===== src/hw/rtl/gwt_pkg.sv =====
// Shared constants, register indexes and helper functions for the grid window tiler.
`timescale 1ns / 1ps

package gwt_pkg;

    localparam int unsigned MAX_WINDOWS_DEF = 64;

    localparam int unsigned AREA_W  = 14;
    localparam int unsigned CNT_W   = 7;
    localparam int unsigned IDX_W   = 6;
    localparam int unsigned BDR_W   = 8;
    localparam int unsigned POS_W   = 15;
    localparam int unsigned CFG_IDX_W = 2;

    // largest grid side for a 7-bit count (12 * 12 >= 127)
    localparam int unsigned ROWS_MAX = 12;
    localparam int unsigned ROWS_W   = 4;

    // reciprocal scaling: exact floor division of a 14-bit value by 1..12
    localparam int unsigned RECIP_SHIFT = AREA_W + ROWS_W;
    localparam int unsigned RECIP_W     = RECIP_SHIFT + 1;

    localparam logic [AREA_W-1:0] AREA_W_RST = AREA_W'(1920);
    localparam logic [AREA_W-1:0] AREA_H_RST = AREA_W'(1080);

    typedef enum logic [CFG_IDX_W-1:0] {
        REG_AREA_X = 2'd0,
        REG_AREA_Y = 2'd1,
        REG_AREA_WIDTH = 2'd2,
        REG_AREA_HEIGHT = 2'd3
    } t_cfg_reg;

    // smallest r >= 1 with r*r >= n
    function automatic logic [ROWS_W-1:0] grid_rows(input logic [CNT_W-1:0] n);
        logic [ROWS_W-1:0] r;
        r = ROWS_W'(1);
        for (int unsigned k = 1; k < ROWS_MAX; k++) begin
            if ((k * k) < 32'(n)) begin
                r = r + ROWS_W'(1);
            end
        end
        return r;
    endfunction

    // ceil(2^RECIP_SHIFT / d)
    function automatic logic [RECIP_W-1:0] recip(input logic [ROWS_W-1:0] d);
        logic [RECIP_W-1:0] m;
        unique case (d)
            4'd1:    m = RECIP_W'(262144);
            4'd2:    m = RECIP_W'(131072);
            4'd3:    m = RECIP_W'(87382);
            4'd4:    m = RECIP_W'(65536);
            4'd5:    m = RECIP_W'(52429);
            4'd6:    m = RECIP_W'(43691);
            4'd7:    m = RECIP_W'(37450);
            4'd8:    m = RECIP_W'(32768);
            4'd9:    m = RECIP_W'(29128);
            4'd10:   m = RECIP_W'(26215);
            4'd11:   m = RECIP_W'(23832);
            4'd12:   m = RECIP_W'(21846);
            default: m = RECIP_W'(262144);
        endcase
        return m;
    endfunction

endpackage


===== src/hw/rtl/grid_window_tiling.sv =====
// Top level of the grid window tiler: five-stage placement pipeline.
// Throughput: one item per cycle unless a stalled result holds the pipeline.
// The reciprocal multipliers in stage two, the remainder multipliers in stage
// three and the row offset multiplier in stage four set the stage depth.
// A stalled result freezes the whole pipeline; nothing is lost or repeated.
// Reset (synchronous, active low) empties the pipeline and loads the area
// registers with 0, 0, 1920, 1080.
`timescale 1ns / 1ps

module grid_window_tiling #(
    parameter int unsigned MAX_WINDOWS = gwt_pkg::MAX_WINDOWS_DEF
) (
    input  logic                          i_clk,
    input  logic                          i_rst_n,
    input  logic                          i_cfg_we,
    input  logic [gwt_pkg::CFG_IDX_W-1:0] i_cfg_index,
    input  logic [gwt_pkg::AREA_W-1:0]    i_cfg_data,
    input  logic                          i_in_valid,
    output logic                          o_in_stall,
    input  logic [gwt_pkg::CNT_W-1:0]     i_window_count,
    input  logic [gwt_pkg::IDX_W-1:0]     i_window_index,
    input  logic [gwt_pkg::BDR_W-1:0]     i_border_width,
    output logic                          o_out_valid,
    input  logic                          i_out_stall,
    output logic [gwt_pkg::POS_W-1:0]     o_pos_x,
    output logic [gwt_pkg::POS_W-1:0]     o_pos_y,
    output logic [gwt_pkg::AREA_W-1:0]    o_size_w,
    output logic [gwt_pkg::AREA_W-1:0]    o_size_h,
    output logic                          o_index_error
);

    localparam int unsigned AW = gwt_pkg::AREA_W;
    localparam int unsigned RW = gwt_pkg::ROWS_W;
    localparam int unsigned MW = gwt_pkg::RECIP_W;
    localparam int unsigned SH = gwt_pkg::RECIP_SHIFT;
    localparam int unsigned IW = gwt_pkg::IDX_W;
    localparam int unsigned CW = gwt_pkg::CNT_W;
    localparam int unsigned PW = gwt_pkg::POS_W;
    localparam int unsigned BW = gwt_pkg::BDR_W;
    localparam int unsigned CNT_CAP =
        (MAX_WINDOWS < ((1 << CW) - 1)) ? MAX_WINDOWS : ((1 << CW) - 1);
    localparam logic [CW-1:0] CAP = CW'(CNT_CAP);

    // configuration registers
    logic [AW-1:0] r_area_x, r_area_y, r_area_w, r_area_h;

    always_ff @(posedge i_clk) begin
        if (!i_rst_n) begin
            r_area_x <= '0;
            r_area_y <= '0;
            r_area_w <= gwt_pkg::AREA_W_RST;
            r_area_h <= gwt_pkg::AREA_H_RST;
        end else if (i_cfg_we) begin
            unique case (gwt_pkg::t_cfg_reg'(i_cfg_index))
                gwt_pkg::REG_AREA_X:      r_area_x <= i_cfg_data;
                gwt_pkg::REG_AREA_Y:      r_area_y <= i_cfg_data;
                gwt_pkg::REG_AREA_WIDTH:  r_area_w <= i_cfg_data;
                gwt_pkg::REG_AREA_HEIGHT: r_area_h <= i_cfg_data;
            endcase
        end
    end

    logic adv;
    logic r_v1, r_v2, r_v3, r_v4, r_v5;

    assign adv        = !(r_v5 && i_out_stall);
    assign o_in_stall = !adv;

    always_ff @(posedge i_clk) begin
        if (!i_rst_n) begin
            r_v1 <= 1'b0;
            r_v2 <= 1'b0;
            r_v3 <= 1'b0;
            r_v4 <= 1'b0;
            r_v5 <= 1'b0;
        end else if (adv) begin
            r_v1 <= i_in_valid;
            r_v2 <= r_v1;
            r_v3 <= r_v2;
            r_v4 <= r_v3;
            r_v5 <= r_v4;
        end
    end

    // stage 1: clamp count, grid shape, error flag
    logic [CW-1:0]   n_cnt;
    logic [RW-1:0]   n_rows, n_cols;
    logic [2*RW-1:0] n_rr;
    logic            n_err;

    always_comb begin
        n_cnt  = (i_window_count > CAP) ? CAP : i_window_count;
        n_err  = (n_cnt == '0) || ({1'b0, i_window_index} >= n_cnt);
        n_rows = gwt_pkg::grid_rows(n_cnt);
        n_rr   = (n_rows - RW'(1)) * n_rows;
        n_cols = (n_rr >= (2*RW)'(n_cnt)) ? (n_rows - RW'(1)) : n_rows;
    end

    logic [IW-1:0] r1_idx;
    logic [BW-1:0] r1_bw;
    logic          r1_err;
    logic [RW-1:0] r1_rows, r1_cols;

    always_ff @(posedge i_clk) begin
        if (adv) begin
            r1_idx  <= i_window_index;
            r1_bw   <= i_border_width;
            r1_err  <= n_err;
            r1_rows <= n_rows;
            r1_cols <= n_cols;
        end
    end

    // stage 2: quotients through reciprocal multiply
    logic [MW-1:0]    n_m_r, n_m_c;
    logic [AW+MW-1:0] n_ph, n_pw;
    logic [IW+MW-1:0] n_pi;
    logic [2*RW-1:0]  n_lc_thr;
    logic             n_lastcol;

    always_comb begin
        n_m_r     = gwt_pkg::recip(r1_rows);
        n_m_c     = gwt_pkg::recip(r1_cols);
        n_ph      = {{MW{1'b0}}, r_area_h} * {{AW{1'b0}}, n_m_r};
        n_pw      = {{MW{1'b0}}, r_area_w} * {{AW{1'b0}}, n_m_c};
        n_pi      = {{MW{1'b0}}, r1_idx} * {{IW{1'b0}}, n_m_r};
        n_lc_thr  = r1_rows * (r1_cols - RW'(1));
        n_lastcol = ((2*RW)'(r1_idx) >= n_lc_thr);
    end

    logic [AW-1:0] r2_ch, r2_cw;
    logic [IW-1:0] r2_ci, r2_idx;
    logic [BW-1:0] r2_bw;
    logic          r2_err, r2_lastcol;
    logic [RW-1:0] r2_rows, r2_cols;

    always_ff @(posedge i_clk) begin
        if (adv) begin
            r2_ch      <= n_ph[SH+AW-1:SH];
            r2_cw      <= n_pw[SH+AW-1:SH];
            r2_ci      <= n_pi[SH+IW-1:SH];
            r2_idx     <= r1_idx;
            r2_bw      <= r1_bw;
            r2_err     <= r1_err;
            r2_lastcol <= n_lastcol;
            r2_rows    <= r1_rows;
            r2_cols    <= r1_cols;
        end
    end

    // stage 3: remainders, row within column, column offset
    logic [AW+RW-1:0] n_chr, n_cwc;
    logic [IW+RW-1:0] n_cir;
    logic [IW+AW-1:0] n_xoff;
    logic [IW-1:0]    n_irow;

    always_comb begin
        n_chr  = r2_ch * {{(AW-RW){1'b0}}, r2_rows};
        n_cwc  = r2_cw * {{(AW-RW){1'b0}}, r2_cols};
        n_cir  = r2_ci * {{(IW-RW){1'b0}}, r2_rows};
        n_xoff = {{AW{1'b0}}, r2_ci} * {{IW{1'b0}}, r2_cw};
        n_irow = r2_idx - n_cir[IW-1:0];
    end

    logic [AW-1:0] r3_remh, r3_remw, r3_ch, r3_cw;
    logic [RW-1:0] r3_irow, r3_rows;
    logic [PW-1:0] r3_xoff;
    logic [BW-1:0] r3_bw;
    logic          r3_err, r3_lastcol;

    always_ff @(posedge i_clk) begin
        if (adv) begin
            r3_remh    <= r_area_h - n_chr[AW-1:0];
            r3_remw    <= r_area_w - n_cwc[AW-1:0];
            r3_ch      <= r2_ch;
            r3_cw      <= r2_cw;
            r3_irow    <= n_irow[RW-1:0];
            r3_rows    <= r2_rows;
            r3_xoff    <= n_xoff[PW-1:0];
            r3_bw      <= r2_bw;
            r3_err     <= r2_err;
            r3_lastcol <= r2_lastcol;
        end
    end

    // stage 4: row offset, cell sizes with remainders
    logic [AW+RW-1:0] n_yoff;
    logic             n_lastrow;

    always_comb begin
        n_yoff    = r3_ch * {{(AW-RW){1'b0}}, r3_irow};
        n_lastrow = (r3_irow == (r3_rows - RW'(1)));
    end

    logic [PW-1:0] r4_xoff, r4_yoff;
    logic [AW-1:0] r4_tot_w, r4_tot_h;
    logic [BW-1:0] r4_bw;
    logic          r4_err;

    always_ff @(posedge i_clk) begin
        if (adv) begin
            r4_xoff  <= r3_xoff;
            r4_yoff  <= PW'(n_yoff);
            r4_tot_w <= r3_cw + (r3_lastcol ? r3_remw : '0);
            r4_tot_h <= r3_ch + (n_lastrow ? r3_remh : '0);
            r4_bw    <= r3_bw;
            r4_err   <= r3_err;
        end
    end

    // stage 5: add area origin, take off borders, error override
    logic [BW:0]   n_cut;
    logic [PW-1:0] n_px, n_py;
    logic [AW-1:0] n_sw, n_sh;

    always_comb begin
        n_cut = {r4_bw, 1'b0};
        n_px  = PW'(r_area_x) + r4_xoff;
        n_py  = PW'(r_area_y) + r4_yoff;
        n_sw  = (r4_tot_w <= AW'(n_cut)) ? AW'(1) : (r4_tot_w - AW'(n_cut));
        n_sh  = (r4_tot_h <= AW'(n_cut)) ? AW'(1) : (r4_tot_h - AW'(n_cut));
        if (r4_err) begin
            n_px = '0;
            n_py = '0;
            n_sw = AW'(1);
            n_sh = AW'(1);
        end
    end

    logic [PW-1:0] r_pos_x, r_pos_y;
    logic [AW-1:0] r_size_w, r_size_h;
    logic          r_err;

    always_ff @(posedge i_clk) begin
        if (adv) begin
            r_pos_x  <= n_px;
            r_pos_y  <= n_py;
            r_size_w <= n_sw;
            r_size_h <= n_sh;
            r_err    <= r4_err;
        end
    end

    assign o_out_valid   = r_v5;
    assign o_pos_x       = r_pos_x;
    assign o_pos_y       = r_pos_y;
    assign o_size_w      = r_size_w;
    assign o_size_h      = r_size_h;
    assign o_index_error = r_err;

endmodule


===== config.mk =====
export PLATFORM = sky130hd
export DESIGN_NAME = grid_window_tiling
export DESIGN_NICKNAME = d
export VERILOG_FILES = /design/src/hw/rtl/gwt_pkg.sv /design/src/hw/rtl/grid_window_tiling.sv
export SDC_FILE = /design/constraint.sdc
export NUM_CORES = 2
export LEC_CHECK = 0
export ABC_AREA = 1
export BUFFER_PORTS_ARGS = -buffer_cell sky130_fd_sc_hd__buf_2
export CAP_MARGIN = 20
export CORE_MARGIN = 2
export CORE_UTILIZATION = 35
export DETAILED_ROUTE_END_ITERATION = 7
export GPL_ROUTABILITY_DRIVEN = 0
export PLACE_DENSITY_LB_ADDON = 0.15
export SETUP_SLACK_MARGIN = 0.02
export SYNTH_ARGS = -nofsm -noshare
export SYNTH_HDL_FRONTEND = slang
export SYNTH_SLANG_ARGS = --single-unit
export TNS_END_PERCENT = 1

===== constraint.sdc =====
create_clock -name i_clk -period 14.01 [get_ports i_clk]
set_input_delay 2.802 -clock i_clk [delete_from_list [all_inputs] [get_ports i_clk]]
set_output_delay 2.802 -clock i_clk [all_outputs]
set_load 0.01 [all_outputs]

## Word-level counts from Yosys, hierarchy flattened

Memory sizes are Yosys's and may differ from the RTL's. A register that Yosys moved wholly into a read port is not among the register bits.
Cells that the tools add are included.

- Register bits after elaboration: 355
- ROM bits: 608
- Input port bits: 42
- Output and inout port bits: 61
- Logic and storage cells: 127
- Memories kept: 2

- Add/subtract/negate cells: 23
- Multipliers: 10
- Magnitude comparators: 17
- Equal/unequal tests: 4
- Mux-type cells: 17
- Reductions and logical operators: 10

Memories:

| name | words | width | read ports | clocked after memory_dff | wr ports | line | RTL |
|---|---|---|---|---|---|---|---|
| (name not given) | 16 | 19 | 1 | 1 | 0 | gwt_pkg.sv:48 | `unique case (d)` |
| (name not given) | 16 | 19 | 1 | 1 | 0 | gwt_pkg.sv:48 |  |

Operators with widths:

| operator | count |
|---|---|
| multiplier 14 x 19 -> 32 bit | 2 |
| two-way mux 4 bit | 13 |
| adder 4 x 1 -> 4 bit, second input constant | 10 |
| adder 14 x 15 -> 15 bit | 2 |
| adder 14 bit | 2 |
| <= comparator 14 x 9 -> 1 bit | 2 |
| < comparator 7 bit, first input constant | 4 |
| multiplier 14 x 4 -> 14 bit | 2 |
| two-way mux 14 bit | 2 |
| subtractor 14 bit | 2 |
| subtractor 14 x 9 -> 14 bit | 2 |
| multiplier 6 x 19 -> 24 bit | 1 |
| multiplier 5 x 5 -> 8 bit | 2 |
| multiplier 14 x 4 -> 15 bit | 1 |
| multiplier 6 x 14 -> 15 bit | 1 |
| < comparator 5 x 7 -> 1 bit, first input constant | 2 |
| < comparator 6 x 7 -> 1 bit, first input constant | 2 |
| subtractor 4 x 1 -> 5 bit, second input constant | 2 |
| greater-or-equal comparator 6 x 8 -> 1 bit | 1 |
| greater-or-equal comparator 8 x 7 -> 1 bit | 1 |
| AND reduction 2 bit | 4 |
| subtractor 4 x 1 -> 4 bit, second input constant | 2 |
| greater-or-equal comparator 6 x 7 -> 1 bit | 1 |
| > comparator 7 bit, second input constant | 1 |
| other kinds (15) | 17 |

## Logic depth before layout (Yosys ltp)

- Depth in word-level cells: 29
- Gate-level depth with buffers: 52
- Depth with buffers taken out: 52

## Worst setup path before layout

Ideal clock, no wire load.

- Path kind: in2reg
- Start point: input i_window_count[4] (netlist bit)
- End point: register, netlist name n_m_c[6]
- Setup time: 114 ps
- Arrival: 10,197 ps
- Data required time: 13,896 ps
- Path slack: 3,699 ps
- Stages: 50
- Path buffers: 0
- Cells stage by stage: nor2_1 -> nand3_1 -> nand2_2 -> inv_1 -> nor2_4 -> nand2_1 -> nand2_1 -> inv_1 -> fa_1 -> nand3_1 -> nand2_1 -> inv_1 -> ha_1 -> or2_2 -> nand2_1 -> xor2_1 -> o21ai_1 -> ha_1 -> [14 not listed] -> nand2_1 -> inv_1 -> ha_1 -> inv_1 -> nor2_1 -> o21ai_0 -> nand2_1 -> inv_1 -> nand3_4 -> nand2_1 -> nand3_1 -> nand2_1 -> inv_1 -> ha_1 -> nand3_1 -> nand2_1 -> nand2_1 -> nand2_1

- Longest elaborated chain between the ends: 29
- Elaborated cells on any way between the ends: 40
- Those cells by class: 12 x add/sub; 1 x mul; 13 x order compare; 14 x mux

RTL lines:

| what | line | RTL |
|---|---|---|
| start: declaration | grid_window_tiling.sv:20 | `input logic [gwt_pkg::CNT_W-1:0] i_window_count,` |
| > comparator 7 bit | grid_window_tiling.sv:92 | `n_cnt = (i_window_count > CAP) ? CAP : i_window_count;` |
| two-way mux 7 bit * | grid_window_tiling.sv:92 |  |
| < comparator 1 x 7 -> 1 bit | gwt_pkg.sv:38 | `if ((k * k) < 32'(n)) begin` |
| two-way mux 2 bit | gwt_pkg.sv:38 |  |
| adder 4 x 1 -> 4 bit | gwt_pkg.sv:39 | `r = r + ROWS_W'(1);` |
| two-way mux 4 bit | gwt_pkg.sv:38 |  |
| adder 4 x 1 -> 4 bit | gwt_pkg.sv:39 |  |
| two-way mux 4 bit | gwt_pkg.sv:38 |  |
| [13 not listed] | n/a |  |
| two-way mux 4 bit | gwt_pkg.sv:38 |  |
| adder 4 x 1 -> 4 bit | gwt_pkg.sv:39 |  |
| two-way mux 4 bit | gwt_pkg.sv:38 |  |
| subtractor 4 x 1 -> 5 bit | grid_window_tiling.sv:95 | `n_rr = (n_rows - RW'(1)) * n_rows;` |
| multiplier 5 x 5 -> 8 bit | grid_window_tiling.sv:95 |  |
| greater-or-equal comparator 8 x 7 -> 1 bit | grid_window_tiling.sv:96 | `n_cols = (n_rr >= (2*RW)'(n_cnt)) ? (n_rows - RW'(1)) : n_rows;` |
| two-way mux 4 bit * | grid_window_tiling.sv:96 |  |
| two-way mux 4 bit (no line) * | n/a |  |

Mark *: on every way between the ends. The rest lies on a longest branch, timed or not.
A chain may end at the register's enable or synchronous reset.

## Worst setup path in the final report

- Start point: input i_window_count[4] (netlist bit)
- End point: register, netlist name n_m_c[6]

- Longest elaborated chain between the ends: 29
- Elaborated cells on any way between the ends: 40
- Those cells by class: 12 x add/sub; 1 x mul; 13 x order compare; 14 x mux

RTL lines:

| what | line |
|---|---|
| > comparator 7 bit | grid_window_tiling.sv:92 |
| two-way mux 7 bit * | grid_window_tiling.sv:92 |
| < comparator 1 x 7 -> 1 bit | gwt_pkg.sv:38 |
| two-way mux 2 bit | gwt_pkg.sv:38 |
| adder 4 x 1 -> 4 bit | gwt_pkg.sv:39 |
| two-way mux 4 bit | gwt_pkg.sv:38 |
| adder 4 x 1 -> 4 bit | gwt_pkg.sv:39 |
| two-way mux 4 bit | gwt_pkg.sv:38 |
| [13 not listed] | n/a |
| two-way mux 4 bit | gwt_pkg.sv:38 |
| adder 4 x 1 -> 4 bit | gwt_pkg.sv:39 |
| two-way mux 4 bit | gwt_pkg.sv:38 |
| subtractor 4 x 1 -> 5 bit | grid_window_tiling.sv:95 |
| multiplier 5 x 5 -> 8 bit | grid_window_tiling.sv:95 |
| greater-or-equal comparator 8 x 7 -> 1 bit | grid_window_tiling.sv:96 |
| two-way mux 4 bit * | grid_window_tiling.sv:96 |
| two-way mux 4 bit (no line) * | n/a |

Marked as above.

==> impl_metrics.json <==
{
  "status": "finished, final reports clean",
  "cp.arrival_ns": 11.03,
  "core-area_um2": 127400,
  "netlist_instances": 5202,
  "htreeDepth": 2,
  "grt_overflow": 0,
  "endpoint_kind": "flip-flop",
  "cts_buffer_depth": 3,
  "grt_pass1_wl_um": 183200,
  "synth_cell_type_count": 52,
  "fp.dieH_um": 362.0,
  "worstSkewPairLatency_ns": 0.64,
  "port_buffers": 102,
  "slew_viol_final": 0,
  "crit_top_cell": "nand2_1",
  "seq_area_frac_synth_pct": 24.10,
  "synthToLayoutAreaGrowth_pct": 8.919,
  "drt_first_iter_violations": 1619,
  "first_pass_iters": 5,
  "ys_seq_elements": 393,
  "routed_wl_um": 112600,
  "ios": 103,
  "drive_gt1_share_pct": 5.317,
  "syn-cell-area_um2": 44860,
  "viasPerCell": 4.620,
  "synthFlopType": "edfxtp_1",
  "worst_pin_slew_ns": 1.082,
  "drc": 0,
  "post_cts_buffers": 0,
  "start_util_pct": 35.23,
  "antenna_left": 0,
  "async_flop_share_pct": 0,
  "path_buf_inv": 12,
  "clk_pin_slew_ns": 0.06,
  "maxSlewHeadroom_pct": 27.88,
  "fmax_ghz": 0.09487,
  "cts_tree": "yes",
  "cpPeakStageDelay_ns": 0.62,
  "syn-num-nets": 6287,
  "fin_skew_ns": 0.05007,
  "setup_viol": 0,
  "grt_max_degree": 167,
  "path_max_fanout": 7,
  "critPathSlowestCell": "fa_1",
  "final_hold_viol_count": 0,
  "postCtsHoldBufs": 0,
  "cts.sinks": 393,
  "dp_hpwl_um": 85590,
  "grt_pass1_vias": 33194,
  "synth_edf_count": 294,
  "fin_setup_tns_ns": 0,
  "cp-start-kind": "input port",
  "numCtsBuffers": 50,
  "grt_setup_unrepaired": "no",
  "critical_path_class": "in -> reg",
  "antenna_found_initial": 0,
  "hold_path_class": "reg -> reg",
  "die_x_um": 362.0,
  "wire_per_inst_um": 16.25,
  "cp_top_family": "adder cells",
  "die_area_um2": 131100,
  "period_needed_ns": 10.54,
  "cp.required_ns": 14.50,
  "period_share_pct": 75.24,
  "maxCapViolCount": 0,
  "rows": 131,
  "final_nets": 6309,
  "globalRouteTotalUtil_pct": 17.59,
  "cts.root.buffer_cell": "clkbuf_16",
  "post_cts_resized": 0,
  "ys_warn_count": 0,
  "vias": 32015,
  "syn_avg_cell_area_um2": 8.624
}
-- worst paths after layout --
| check | startpoint | end | slack, ns | cells past startpoint |
|---|---|---|---|---|
| max | i_window_count[4] | n_m_c[6]$_DFF_P_ | 3.47 | 51 |
| min reg2reg | r3_err$_DFFE_PN_ | r4_err$_DFFE_PN_ | 0.41 | 0 |
| max reg2reg | r_area_w[8]$_SDFFE_PN1P_ | r2_cw[9]$_DFFE_PN_ | 7.29 | 21 |
| min | r3_err$_DFFE_PN_ | r4_err$_DFFE_PN_ | 0.41 | 0 |
-- flip-flops by register name, indices dropped and copies added, names as in the netlist, 15 cells and up --
register	cells
n_m_c	19
n_m_r	19
o_pos_x	15
o_pos_y	15
r3_xoff	15
r4_xoff	15
r4_yoff	15
-- synth_stat cells (all sizes together) (2+ instances only) --
cell type	count	share of area, %
nand2	1269	11
inv	1222	10
fa	618	28
ha	425	12
edfxtp	294	20
nor2	258	2.2
a21oi	236	2.6
clkbuf	172	1.4
o21ai	163	1.8
xor2	133	2.6
dfxtp	99	4.4
nand3	90	1.1
xnor2	59	1.2
nor3	18	0.22
o21a	16	0.27
nand4	15	0.21
buf	14	0.14
o21bai	14	0.26
a21o	10	0.17
a31oi	10	0.14
o31ai	10	0.17
o211ai	9	0.15
or2	7	0.098
a21boi	6	0.13
and2	6	0.084
o2111ai	6	0.12
nand3b	4	0.067
o221ai	4	0.078
nor3b	3	0.050
nor4	3	0.042
a211oi	2	0.033
o41ai	2	0.039
-- through the flow --
| step | util [%] | worst slack, ns | instances | instance area (um^2) | hold slack (ns) |
|---|---|---|---|---|---|
| 2_1_floorplan | - | 3.699 | 5202 | 44860 | 0.4003 |
| 3_3_place_gp | 37.03 | 2.887 | 6833 | 47160 | 0.4007 |
| 3_5_place_dp | 37.05 | 2.823 | 6834 | 47180 | 0.4045 |
| 4_1_cts | 38.37 | 3.449 | 6928 | 48860 | 0.4180 |
| 5_1_grt | 38.37 | 2.828 | 6928 | 48860 | 0.4222 |
| 6_report | 38.37 | 3.469 | 6929 | 48860 | 0.4093 |
-- cells by family (layout without fill, tap and decap cells) --
group,count (synthesis),in the layout,share of synthesized area [%]
adders and majority gates,1043,1043,39.43
DFF,393,393,24.10
other,1,2,0.008359
xor gates and xnor gates,192,192,3.748
and+or+nand+nor,1673,1673,14.83
AOI/OAI and AO/OA,492,492,6.085
buffers and inverters,1408,1472,11.81
-- cell usage in the layout (no fill, tap or decap), types with 7 or more instances in the layout --
cell type / instances
dfxtp_1: 99
o21bai_1: 13
a31oi_1: 10
xnor2_1: 59
o211ai_1: 9
clkbuf_1: 8
ha_1: 425
xor2_1: 133
edfxtp_1: 294
inv_1: 1217
nand3_1: 81
o31ai_1: 10
or2_2: 7
nand2_1: 1253
nor2_1: 255
clkinv_2: 8
buf_4: 52
clkbuf_16: 50
a21oi_1: 236
nand3_2: 8
buf_2: 102
o21a_1: 16
o21ai_0: 156
fa_1: 618
nor3_1: 16
nand2_2: 11
a21o_1: 10
nand4_1: 15
clkinv_1: 8
-- routing by layer --
metal / vias to the layer above / global-route usage [%] / part of all wire (%)
li1: 15773 / - / -
met1: 15644 / 24.94 / 49
met2: 490 / 28.88 / 45
met3: 108 / 1.744 / 3.4
met4: 0 / 4.142 / 2.3
met5: - / 0 / 0
-- area by class of cell --
class	count	area, um^2
Tap cell	1662	2079
Antenna cell	1	2.502
Fill cell	13050	78490
Clock buffer	60	1309
Multi-Input combinational cell	3401	28760
Clock inverter	34	374.1
Inverter	1222	4589
Sequential cell	393	10810
Timing Repair Buffer	156	935.9
Power is left out: the tool's default activity adds up to more than one toggle a clock period on the data nets, which glitch-free logic cannot reach.
